[config.mk]
export PLATFORM = sky130hd
export DESIGN_NAME = two_way_lru_cache_tag_lookup
export DESIGN_NICKNAME = d
export VERILOG_FILES = /design/src/sv/tlru_pkg.sv /design/src/sv/tlru_ram.sv /design/src/sv/tlru_ctrl.sv /design/src/sv/tlru_dpath.sv /design/src/sv/two_way_lru_cache_tag_lookup.sv
export SDC_FILE = /design/constraint.sdc
export NUM_CORES = 2
export LEC_CHECK = 0
export BUFFER_PORTS_ARGS = -buffer_cell sky130_fd_sc_hd__buf_2
export CAP_MARGIN = 30
export CORE_MARGIN = 4
export CORE_UTILIZATION = 30
export DETAILED_ROUTE_END_ITERATION = 8
export SLEW_MARGIN = 10
export SYNTH_ARGS = -nofsm -noshare
export SYNTH_HDL_FRONTEND = slang
export SYNTH_SLANG_ARGS = --single-unit
[constraint.sdc]
create_clock -name i_clk -period 11.65 [get_ports i_clk]
set_clock_uncertainty 0.15 [all_clocks]
set_input_delay 0.5825 -clock i_clk [delete_from_list [all_inputs] [get_ports i_clk]]
set_output_delay 0.5825 -clock i_clk [all_outputs]
set_load 0.05 [all_outputs]
[src/sv/tlru_pkg.sv]
// Shared types, constants and helpers for the two-way LRU tag lookup.
// No dependencies; compiled first.
package tlru_pkg;

    localparam int NUM_SETS_DEF   = 64;
    localparam int LINE_BYTES_DEF = 32;

    localparam int ADDR_W   = 32;
    localparam int OFFSET_W = 5;
    localparam int BLOCK_W  = 27;
    localparam int SETIDX_W = 6;
    localparam int TAG_W    = 21;
    localparam int CNT_W    = 32;
    localparam int FILL_W   = 2;
    localparam int META_W   = FILL_W + 1;

    localparam logic [CNT_W-1:0] CNT_MAX = '1;

    // Per-set fill level codes
    localparam logic [FILL_W-1:0] FILL_NONE = 2'd0;
    localparam logic [FILL_W-1:0] FILL_ONE  = 2'd1;
    localparam logic [FILL_W-1:0] FILL_BOTH = 2'd2;

    typedef enum logic [1:0] {
        ST_CLEAR,
        ST_IDLE,
        ST_LOOKUP
    } t_state;

    typedef struct packed {
        logic clear_step;
        logic accept;
        logic commit;
    } t_dp_cmd;

    typedef struct packed {
        logic clear_last;
    } t_dp_sts;

    function automatic int floor_log2(input int v);
        int n;
        int x;
        n = 0;
        x = v;
        while (x > 1) begin
            x = x >> 1;
            n++;
        end
        return n;
    endfunction

endpackage

[src/sv/tlru_ram.sv]
// Generic simple dual-port RAM, one write and one registered read port.
// No dependencies.
module tlru_ram #(
    parameter int WIDTH = 8,
    parameter int DEPTH = 64
) (
    input  logic                     i_clk,
    input  logic                     i_we,
    input  logic [$clog2(DEPTH)-1:0] i_waddr,
    input  logic [WIDTH-1:0]         i_wdata,
    input  logic                     i_re,
    input  logic [$clog2(DEPTH)-1:0] i_raddr,
    output logic [WIDTH-1:0]         o_rdata
);

    logic [WIDTH-1:0] r_mem [DEPTH];
    logic [WIDTH-1:0] r_rdata;

    always_ff @(posedge i_clk) begin
        if (i_we) begin
            r_mem[i_waddr] <= i_wdata;
        end
        if (i_re) begin
            r_rdata <= r_mem[i_raddr];
        end
    end

    assign o_rdata = r_rdata;

endmodule

[src/sv/tlru_ctrl.sv]
// Controller: clearing pass, request acceptance and result handover.
// Depends on tlru_pkg.
module tlru_ctrl import tlru_pkg::*; (
    input  logic    i_clk,
    input  logic    i_rst_n,
    input  logic    i_in_valid,
    output logic    o_in_ready,
    output logic    o_out_valid,
    input  logic    i_out_ready,
    input  t_dp_sts i_sts,
    output t_dp_cmd o_cmd
);

    t_state r_state;
    t_state n_state;
    logic   r_out_valid;
    logic   n_out_valid;

    always_ff @(posedge i_clk) begin
        if (!i_rst_n) begin
            r_state     <= ST_CLEAR;
            r_out_valid <= 1'b0;
        end else begin
            r_state     <= n_state;
            r_out_valid <= n_out_valid;
        end
    end

    always_comb begin
        n_state          = r_state;
        o_cmd            = '0;
        o_in_ready       = 1'b0;
        n_out_valid      = r_out_valid && !i_out_ready;
        case (r_state)
            ST_CLEAR: begin
                o_cmd.clear_step = 1'b1;
                if (i_sts.clear_last) begin
                    n_state = ST_IDLE;
                end
            end
            ST_IDLE: begin
                o_in_ready   = 1'b1;
                o_cmd.accept = i_in_valid;
                if (i_in_valid) begin
                    n_state = ST_LOOKUP;
                end
            end
            ST_LOOKUP: begin
                // commit only once the result register is free
                if (!r_out_valid || i_out_ready) begin
                    o_cmd.commit = 1'b1;
                    n_out_valid  = 1'b1;
                    n_state      = ST_IDLE;
                end
            end
            default: begin
                n_state = ST_IDLE;
            end
        endcase
    end

    assign o_out_valid = r_out_valid;

endmodule

[src/sv/tlru_dpath.sv]
// Datapath: address split, tag and LRU stores, compare, counters, result regs.
// Depends on tlru_pkg and tlru_ram.
module tlru_dpath import tlru_pkg::*; #(
    parameter int NUM_SETS   = NUM_SETS_DEF,
    parameter int LINE_BYTES = LINE_BYTES_DEF
) (
    input  logic                i_clk,
    input  logic                i_rst_n,
    input  t_dp_cmd             i_cmd,
    output t_dp_sts             o_sts,
    input  logic [ADDR_W-1:0]   i_addr,
    output logic [OFFSET_W-1:0] o_byte_offset,
    output logic [BLOCK_W-1:0]  o_block_number,
    output logic [SETIDX_W-1:0] o_set_index,
    output logic                o_way_used,
    output logic [TAG_W-1:0]    o_line_tag,
    output logic                o_is_miss,
    output logic                o_did_replace,
    output logic [TAG_W-1:0]    o_evicted_tag,
    output logic [CNT_W-1:0]    o_hits_so_far,
    output logic [CNT_W-1:0]    o_misses_so_far
);

    localparam int OFF_W  = floor_log2(LINE_BYTES);
    localparam int SET_W  = floor_log2(NUM_SETS);
    localparam int SETS   = 1 << SET_W;
    localparam int TAG_SH = OFF_W + SET_W;

    localparam logic [ADDR_W-1:0] OFF_MASK = ADDR_W'((1 << OFF_W) - 1);
    localparam logic [ADDR_W-1:0] SET_MASK = ADDR_W'((1 << SET_W) - 1);
    localparam logic [SET_W-1:0]  CLR_LAST = SET_W'(SETS - 1);

    logic [SET_W-1:0]  r_clr_idx;
    logic [ADDR_W-1:0] r_addr;
    logic [CNT_W-1:0]  r_hit_total;
    logic [CNT_W-1:0]  r_miss_total;
    logic [CNT_W-1:0]  n_hit_total;
    logic [CNT_W-1:0]  n_miss_total;

    logic [OFFSET_W-1:0] r_byte_offset;
    logic [BLOCK_W-1:0]  r_block_number;
    logic [SETIDX_W-1:0] r_set_index;
    logic                r_way_used;
    logic [TAG_W-1:0]    r_line_tag;
    logic                r_is_miss;
    logic                r_did_replace;
    logic [TAG_W-1:0]    r_evicted_tag;

    logic [ADDR_W-1:0] in_block;
    logic [ADDR_W-1:0] cur_block;
    logic [ADDR_W-1:0] cur_set_full;
    logic [ADDR_W-1:0] cur_off_full;
    logic [ADDR_W-1:0] cur_tag_full;
    logic [SET_W-1:0]  cur_set;
    logic [TAG_W-1:0]  cur_tag;

    logic [META_W-1:0] meta_rdata;
    logic [TAG_W-1:0]  t0_rdata;
    logic [TAG_W-1:0]  t1_rdata;
    logic [FILL_W-1:0] fill;
    logic              lru;

    logic              way;
    logic              miss;
    logic              repl;
    logic [TAG_W-1:0]  evicted;
    logic              w0_we;
    logic              w1_we;
    logic [FILL_W-1:0] new_fill;
    logic              new_lru;

    logic              meta_we;
    logic [SET_W-1:0]  meta_waddr;
    logic [META_W-1:0] meta_wdata;

    // address split
    assign in_block     = i_addr >> OFF_W;
    assign cur_block    = r_addr >> OFF_W;
    assign cur_off_full = r_addr & OFF_MASK;
    assign cur_set_full = cur_block & SET_MASK;
    assign cur_tag_full = r_addr >> TAG_SH;
    assign cur_set      = cur_block[SET_W-1:0];
    assign cur_tag      = cur_tag_full[TAG_W-1:0];

    assign fill = meta_rdata[FILL_W-1:0];
    assign lru  = meta_rdata[META_W-1];

    always_comb begin
        way      = 1'b0;
        miss     = 1'b0;
        repl     = 1'b0;
        evicted  = '0;
        w0_we    = 1'b0;
        w1_we    = 1'b0;
        new_fill = fill;
        new_lru  = lru;
        case (fill)
            FILL_NONE: begin
                miss     = 1'b1;
                w0_we    = 1'b1;
                new_fill = FILL_ONE;
                new_lru  = 1'b0;
            end
            FILL_ONE: begin
                if (t0_rdata == cur_tag) begin
                    new_lru = 1'b0;
                end else begin
                    way      = 1'b1;
                    miss     = 1'b1;
                    w1_we    = 1'b1;
                    new_fill = FILL_BOTH;
                    new_lru  = 1'b1;
                end
            end
            default: begin
                // both ways valid
                if (t0_rdata == cur_tag) begin
                    new_lru = 1'b0;
                end else if (t1_rdata == cur_tag) begin
                    way     = 1'b1;
                    new_lru = 1'b1;
                end else begin
                    miss    = 1'b1;
                    repl    = 1'b1;
                    way     = ~lru;
                    evicted = lru ? t0_rdata : t1_rdata;
                    w0_we   = lru;
                    w1_we   = ~lru;
                    new_lru = ~lru;
                end
            end
        endcase
    end

    assign meta_we    = i_cmd.clear_step || i_cmd.commit;
    assign meta_waddr = i_cmd.clear_step ? r_clr_idx : cur_set;
    assign meta_wdata = i_cmd.clear_step ? '0 : {new_lru, new_fill};

    tlru_ram #(.WIDTH(META_W), .DEPTH(SETS)) u_meta_ram (
        .i_clk   (i_clk),
        .i_we    (meta_we),
        .i_waddr (meta_waddr),
        .i_wdata (meta_wdata),
        .i_re    (i_cmd.accept),
        .i_raddr (in_block[SET_W-1:0]),
        .o_rdata (meta_rdata)
    );

    tlru_ram #(.WIDTH(TAG_W), .DEPTH(SETS)) u_way0_ram (
        .i_clk   (i_clk),
        .i_we    (i_cmd.commit && w0_we),
        .i_waddr (cur_set),
        .i_wdata (cur_tag),
        .i_re    (i_cmd.accept),
        .i_raddr (in_block[SET_W-1:0]),
        .o_rdata (t0_rdata)
    );

    tlru_ram #(.WIDTH(TAG_W), .DEPTH(SETS)) u_way1_ram (
        .i_clk   (i_clk),
        .i_we    (i_cmd.commit && w1_we),
        .i_waddr (cur_set),
        .i_wdata (cur_tag),
        .i_re    (i_cmd.accept),
        .i_raddr (in_block[SET_W-1:0]),
        .o_rdata (t1_rdata)
    );

    // saturating totals
    always_comb begin
        n_hit_total  = r_hit_total;
        n_miss_total = r_miss_total;
        if (miss) begin
            if (r_miss_total != CNT_MAX) begin
                n_miss_total = r_miss_total + CNT_W'(1);
            end
        end else begin
            if (r_hit_total != CNT_MAX) begin
                n_hit_total = r_hit_total + CNT_W'(1);
            end
        end
    end

    always_ff @(posedge i_clk) begin
        if (!i_rst_n) begin
            r_clr_idx    <= '0;
            r_hit_total  <= '0;
            r_miss_total <= '0;
        end else begin
            if (i_cmd.clear_step) begin
                r_clr_idx <= r_clr_idx + SET_W'(1);
            end
            if (i_cmd.commit) begin
                r_hit_total  <= n_hit_total;
                r_miss_total <= n_miss_total;
            end
        end
    end

    always_ff @(posedge i_clk) begin
        if (i_cmd.accept) begin
            r_addr <= i_addr;
        end
        if (i_cmd.commit) begin
            r_byte_offset  <= cur_off_full[OFFSET_W-1:0];
            r_block_number <= cur_block[BLOCK_W-1:0];
            r_set_index    <= cur_set_full[SETIDX_W-1:0];
            r_way_used     <= way;
            r_line_tag     <= cur_tag;
            r_is_miss      <= miss;
            r_did_replace  <= repl;
            r_evicted_tag  <= evicted;
        end
    end

    assign o_sts.clear_last = (r_clr_idx == CLR_LAST);

    assign o_byte_offset   = r_byte_offset;
    assign o_block_number  = r_block_number;
    assign o_set_index     = r_set_index;
    assign o_way_used      = r_way_used;
    assign o_line_tag      = r_line_tag;
    assign o_is_miss       = r_is_miss;
    assign o_did_replace   = r_did_replace;
    assign o_evicted_tag   = r_evicted_tag;
    assign o_hits_so_far   = r_hit_total;
    assign o_misses_so_far = r_miss_total;

endmodule

[src/sv/two_way_lru_cache_tag_lookup.sv]
// Top level of the two-way set-associative LRU tag lookup.
// Depends on tlru_pkg, tlru_ctrl, tlru_dpath (and tlru_ram below it).
//
// Usage:
//  - Request channel: i_in_valid / o_in_ready with i_addr, one byte address
//    per request. Result channel: o_out_valid / i_out_ready with the split
//    address fields, hit/miss, way, eviction info and running totals.
//  - Lookup: a request accepted in ST_IDLE reads its set from the stores,
//    then ST_LOOKUP commits its result once the result register is free.
//  - Request flow: no new request is taken before the previous one has
//    committed. The tag and LRU stores are RAMs with a registered read:
//    the set is read in ST_IDLE, compared and written in ST_LOOKUP.
//  - A new request is taken while the previous result still waits; that
//    request then holds in the lookup cycle (no RAM write) until the
//    result register is emptied.
//  - Reset (i_rst_n low, synchronous) clears the controller and totals,
//    then a clearing pass zeroes the per-set fill/LRU store, one set per
//    cycle, all 2**floor(log2(NUM_SETS)) sets (64 by default). o_in_ready
//    stays low for that pass. Tag stores are never cleared; a way's tag
//    is only read once its fill level marks it valid.
//  - Hit and miss totals saturate at all ones.
module two_way_lru_cache_tag_lookup import tlru_pkg::*; #(
    parameter int NUM_SETS   = NUM_SETS_DEF,
    parameter int LINE_BYTES = LINE_BYTES_DEF
) (
    input  logic                i_clk,
    input  logic                i_rst_n,
    // request channel
    input  logic                i_in_valid,
    output logic                o_in_ready,
    input  logic [ADDR_W-1:0]   i_addr,
    // result channel
    output logic                o_out_valid,
    input  logic                i_out_ready,
    output logic [OFFSET_W-1:0] o_byte_offset,
    output logic [BLOCK_W-1:0]  o_block_number,
    output logic [SETIDX_W-1:0] o_set_index,
    output logic                o_way_used,
    output logic [TAG_W-1:0]    o_line_tag,
    output logic                o_is_miss,
    output logic                o_did_replace,
    output logic [TAG_W-1:0]    o_evicted_tag,
    output logic [CNT_W-1:0]    o_hits_so_far,
    output logic [CNT_W-1:0]    o_misses_so_far
);

    t_dp_cmd cmd;
    t_dp_sts sts;

    // sequencing: clear pass, accept, lookup/commit
    tlru_ctrl u_ctrl (
        .i_clk       (i_clk),
        .i_rst_n     (i_rst_n),
        .i_in_valid  (i_in_valid),
        .o_in_ready  (o_in_ready),
        .o_out_valid (o_out_valid),
        .i_out_ready (i_out_ready),
        .i_sts       (sts),
        .o_cmd       (cmd)
    );

    // stores, compare, LRU update and result registers
    tlru_dpath #(
        .NUM_SETS   (NUM_SETS),
        .LINE_BYTES (LINE_BYTES)
    ) u_dpath (
        .i_clk           (i_clk),
        .i_rst_n         (i_rst_n),
        .i_cmd           (cmd),
        .o_sts           (sts),
        .i_addr          (i_addr),
        .o_byte_offset   (o_byte_offset),
        .o_block_number  (o_block_number),
        .o_set_index     (o_set_index),
        .o_way_used      (o_way_used),
        .o_line_tag      (o_line_tag),
        .o_is_miss       (o_is_miss),
        .o_did_replace   (o_did_replace),
        .o_evicted_tag   (o_evicted_tag),
        .o_hits_so_far   (o_hits_so_far),
        .o_misses_so_far (o_misses_so_far)
    );

endmodule
==> reports/results.ini <==
[run_status]
status=complete, no violations

[job]
max_cap_violations=0

[synthesis]
ys_warn_count=0
synthCells=5100
synthArstFlopShare_pct=0
ys_seq_area_share_pct=77.3
syn_area_sq_um=119000
synth_top_area_share_pct=76.1
synth_nets=5139
synth_area_leaders=edfxtp_1 76%, mux4_2 18%, dfxtp_1 1.2%
synth_top_area_cell=edfxtp_1
synth_seq_cells=3086
avgSynthCellArea_sq_um=23.3
synth-edff-count=3013
synthDistinctLibCells=53
ys.flop_type=edfxtp_1

[grt]
grt_pass1_vias=56300
globalRouteMet2Util_pct=23.7
grt_max_degree=132
grt_antenna_before_repair=19
grt_first_pass_wirelength_um=434000
busiest_layer=met2
grtUsageTotal_pct=14.7
met3_usage_pct=2.74
use_met1_pct=20.0
overflow=0

[clocking]
numCtsBuffers=306
cts_tree=done
clockBufferDepth=4
cts.root.buffer_cell=clkbuf_16
holdBufCountCts=28
clk_pin_slew_ps=70
cts_resized=0
ctsHtreeMaxLevel=5
post-cts-setup-buffer-count=0
clkLatencyLatePin_ps=880
clock-sinks=3086

[layout]
final_cell_mix=3013 x edfxtp_1, 934 x mux4_2, 311 x clkbuf_16
multiInputGateArea_sq_um=26200
drive_above_1_share_pct=33.2
layout_commonest_cell=edfxtp_1
utilization_pct=35.0
nFillCells=35900
area_growth_pct=15.8
regArea_sq_um=91900
nets=5562

[floorplanning]
die-width_um=638
fp.dieH_um=638
dieArea_sq_um=407000
initial_utilization_pct=30.2
io_pins=185
std_cell_rows=230
core_sq_um=394000

[routing]
detail-route-antenna-nets=0
drtIter0Drc=7060
viasPerCell=5.10
first_pass_iters=6
vias=56100
wl_um=307000
drc=0
wl_per_cell_um=28.0

[setup_path]
crit_type=reg -> reg
cp.required_ps=12030
rr_worst_depth=10
arrival_ps=5250
cp_max_fo=131
endpoint_kind=flop
worst_setup_path_start_kind=flop

[sta]
maxClockFrequency_mhz=206
finalSetupViolations=0
drv_slew=0
finalSetupTns_ps=0
hold_viol=0
fin_crit_sh_pct=41.8
slew_headroom_pct=20.4
worstMarginPinSlew_ps=1190
period_minus_slack_ps=4860
grt_setup_unrepaired=no

[min_path]
min_path_cells=1
hp-class=in -> reg

[power]
powerDensity_nw_per_um2=164
irDropWorstVdd_uv=121
leakage_nw=42.1

[place]
dpl.hpwl_um=178000
gp_congestion=0.806
io_buffers=184

## Yosys cell counts (7+ instances only)
library cell  count
o31ai_1          10
nor2b_1           8
mux2_2           11
clkbuf_1        152
and3_1           18
buf_4            45
nor3_1           74
and2_1            7
xnor2_1          42
o21ai_0          30
mux2i_1          57
mux4_2          934
nand3b_1          7
buf_2            69
dfxtp_1          73
xor2_1            9
nand3_1          37
or4_1             9
nand4_1          30
buf_1            32
nor2_1          167
and4_1           13
or3_1            18
edfxtp_1       3013
nand2b_1         30
nand2_1          99
a21oi_1          34
inv_1            16
## through the flow
step           setup WS, ps  total power, mW  cell area [sq um]  hold WS (ps)  cells
5_1_grt                6630             23.3             138000          63.5  11000
4_1_cts                6870             22.8             138000          21.4  11000
3_3_place_gp           6550             13.0             127000           258  10400
3_5_place_dp           6540             13.0             128000           259  10400
6_report               6790             22.6             138000           101  11000
2_1_floorplan          6420             12.8             119000           250   5100
## critical path, stage by stage (launching register included)
cell	delay (ps)
edfxtp_1	410
buf_12	200
xnor2_1	370
nand4_1	190
nor3_1	110
a221o_1	600
o22ai_1	360
nand2_2	110
buf_4	350
nor3_2	850
buf_4	380
## metal layers
layer,vias to the layer above,routed length (um)
met5,-,41
met4,6,11500
met3,481,23800
met2,2479,148000
met1,30600,124000
li1,22600,-
## layout make-up
cell class	instances	share of cell area (%)
sequential	3086	66.7
inverter	16	0.0454
multi-input combinational	1696	19.0
tap	5220	4.74
clock buffer	381	5.85
clock inverter	160	1.23
antenna	11	0.0200
timing repair buffer	417	2.37
## state kept, by name (all words and copies together) (netlist names)
signal                      count
u_ctrl.r_state                  2
u_dpath.u_meta_ram.o_rdata      3
u_dpath.o_block_number          2
u_dpath.u_way1_ram.o_rdata     21
u_ctrl.o_out_valid              1
u_dpath.o_hits_so_far          32
u_dpath.o_did_replace           1
u_dpath.o_byte_offset           5
u_dpath.r_addr                 32
u_dpath.u_way0_ram.o_rdata     21
u_dpath.o_set_index             5
u_dpath.o_misses_so_far        32
u_dpath.o_is_miss               1
u_dpath.u_meta_ram.r_mem      192
u_dpath.o_line_tag             20
u_dpath.r_clr_idx               6
u_dpath.u_way1_ram.r_mem     1344
u_dpath.o_way_used              1
u_dpath.o_evicted_tag          21
u_dpath.u_way0_ram.r_mem     1344
## logic make-up (layout without fill, tap and decap cells)
logic type	Yosys count	count (layout)	share of synthesized area, %
adder cells (fa/ha/maj)	3	3	0.0316
AO/OA/AOI/OAI	105	105	0.540
other	0	11	0
AND/OR/NAND/NOR	535	535	2.23
flip-flops	3086	3086	77.3
buffers and inverters	318	974	1.24
multiplexers	1002	1002	18.3
XOR/XNOR	51	51	0.376
## worst paths after layout
path	from	end	slack, ps
max	u_dpath.r_addr[17]	u_dpath.u_way0_ram.r_mem[42][9]	6790
max reg2reg	u_dpath.r_addr[17]	u_dpath.u_way0_ram.r_mem[42][9]	6790
min	i_addr[6]	u_dpath.r_addr[6]	100
min reg2reg	u_dpath.r_addr[2]	u_dpath.o_byte_offset[2]	270
## power breakdown
| part | total [mW] | leakage (nW) | internal [mW] | switching (mW) |
|---|---|---|---|---|
| combinational | 0.803 | 9.60 | 0.378 | 0.425 |
| clock | 9.75 | 4.77 | 5.61 | 4.14 |
| sequential | 12.0 | 27.8 | 12.0 | 0.00286 |
No activity file was read; power rests on OpenSTA's default activity.
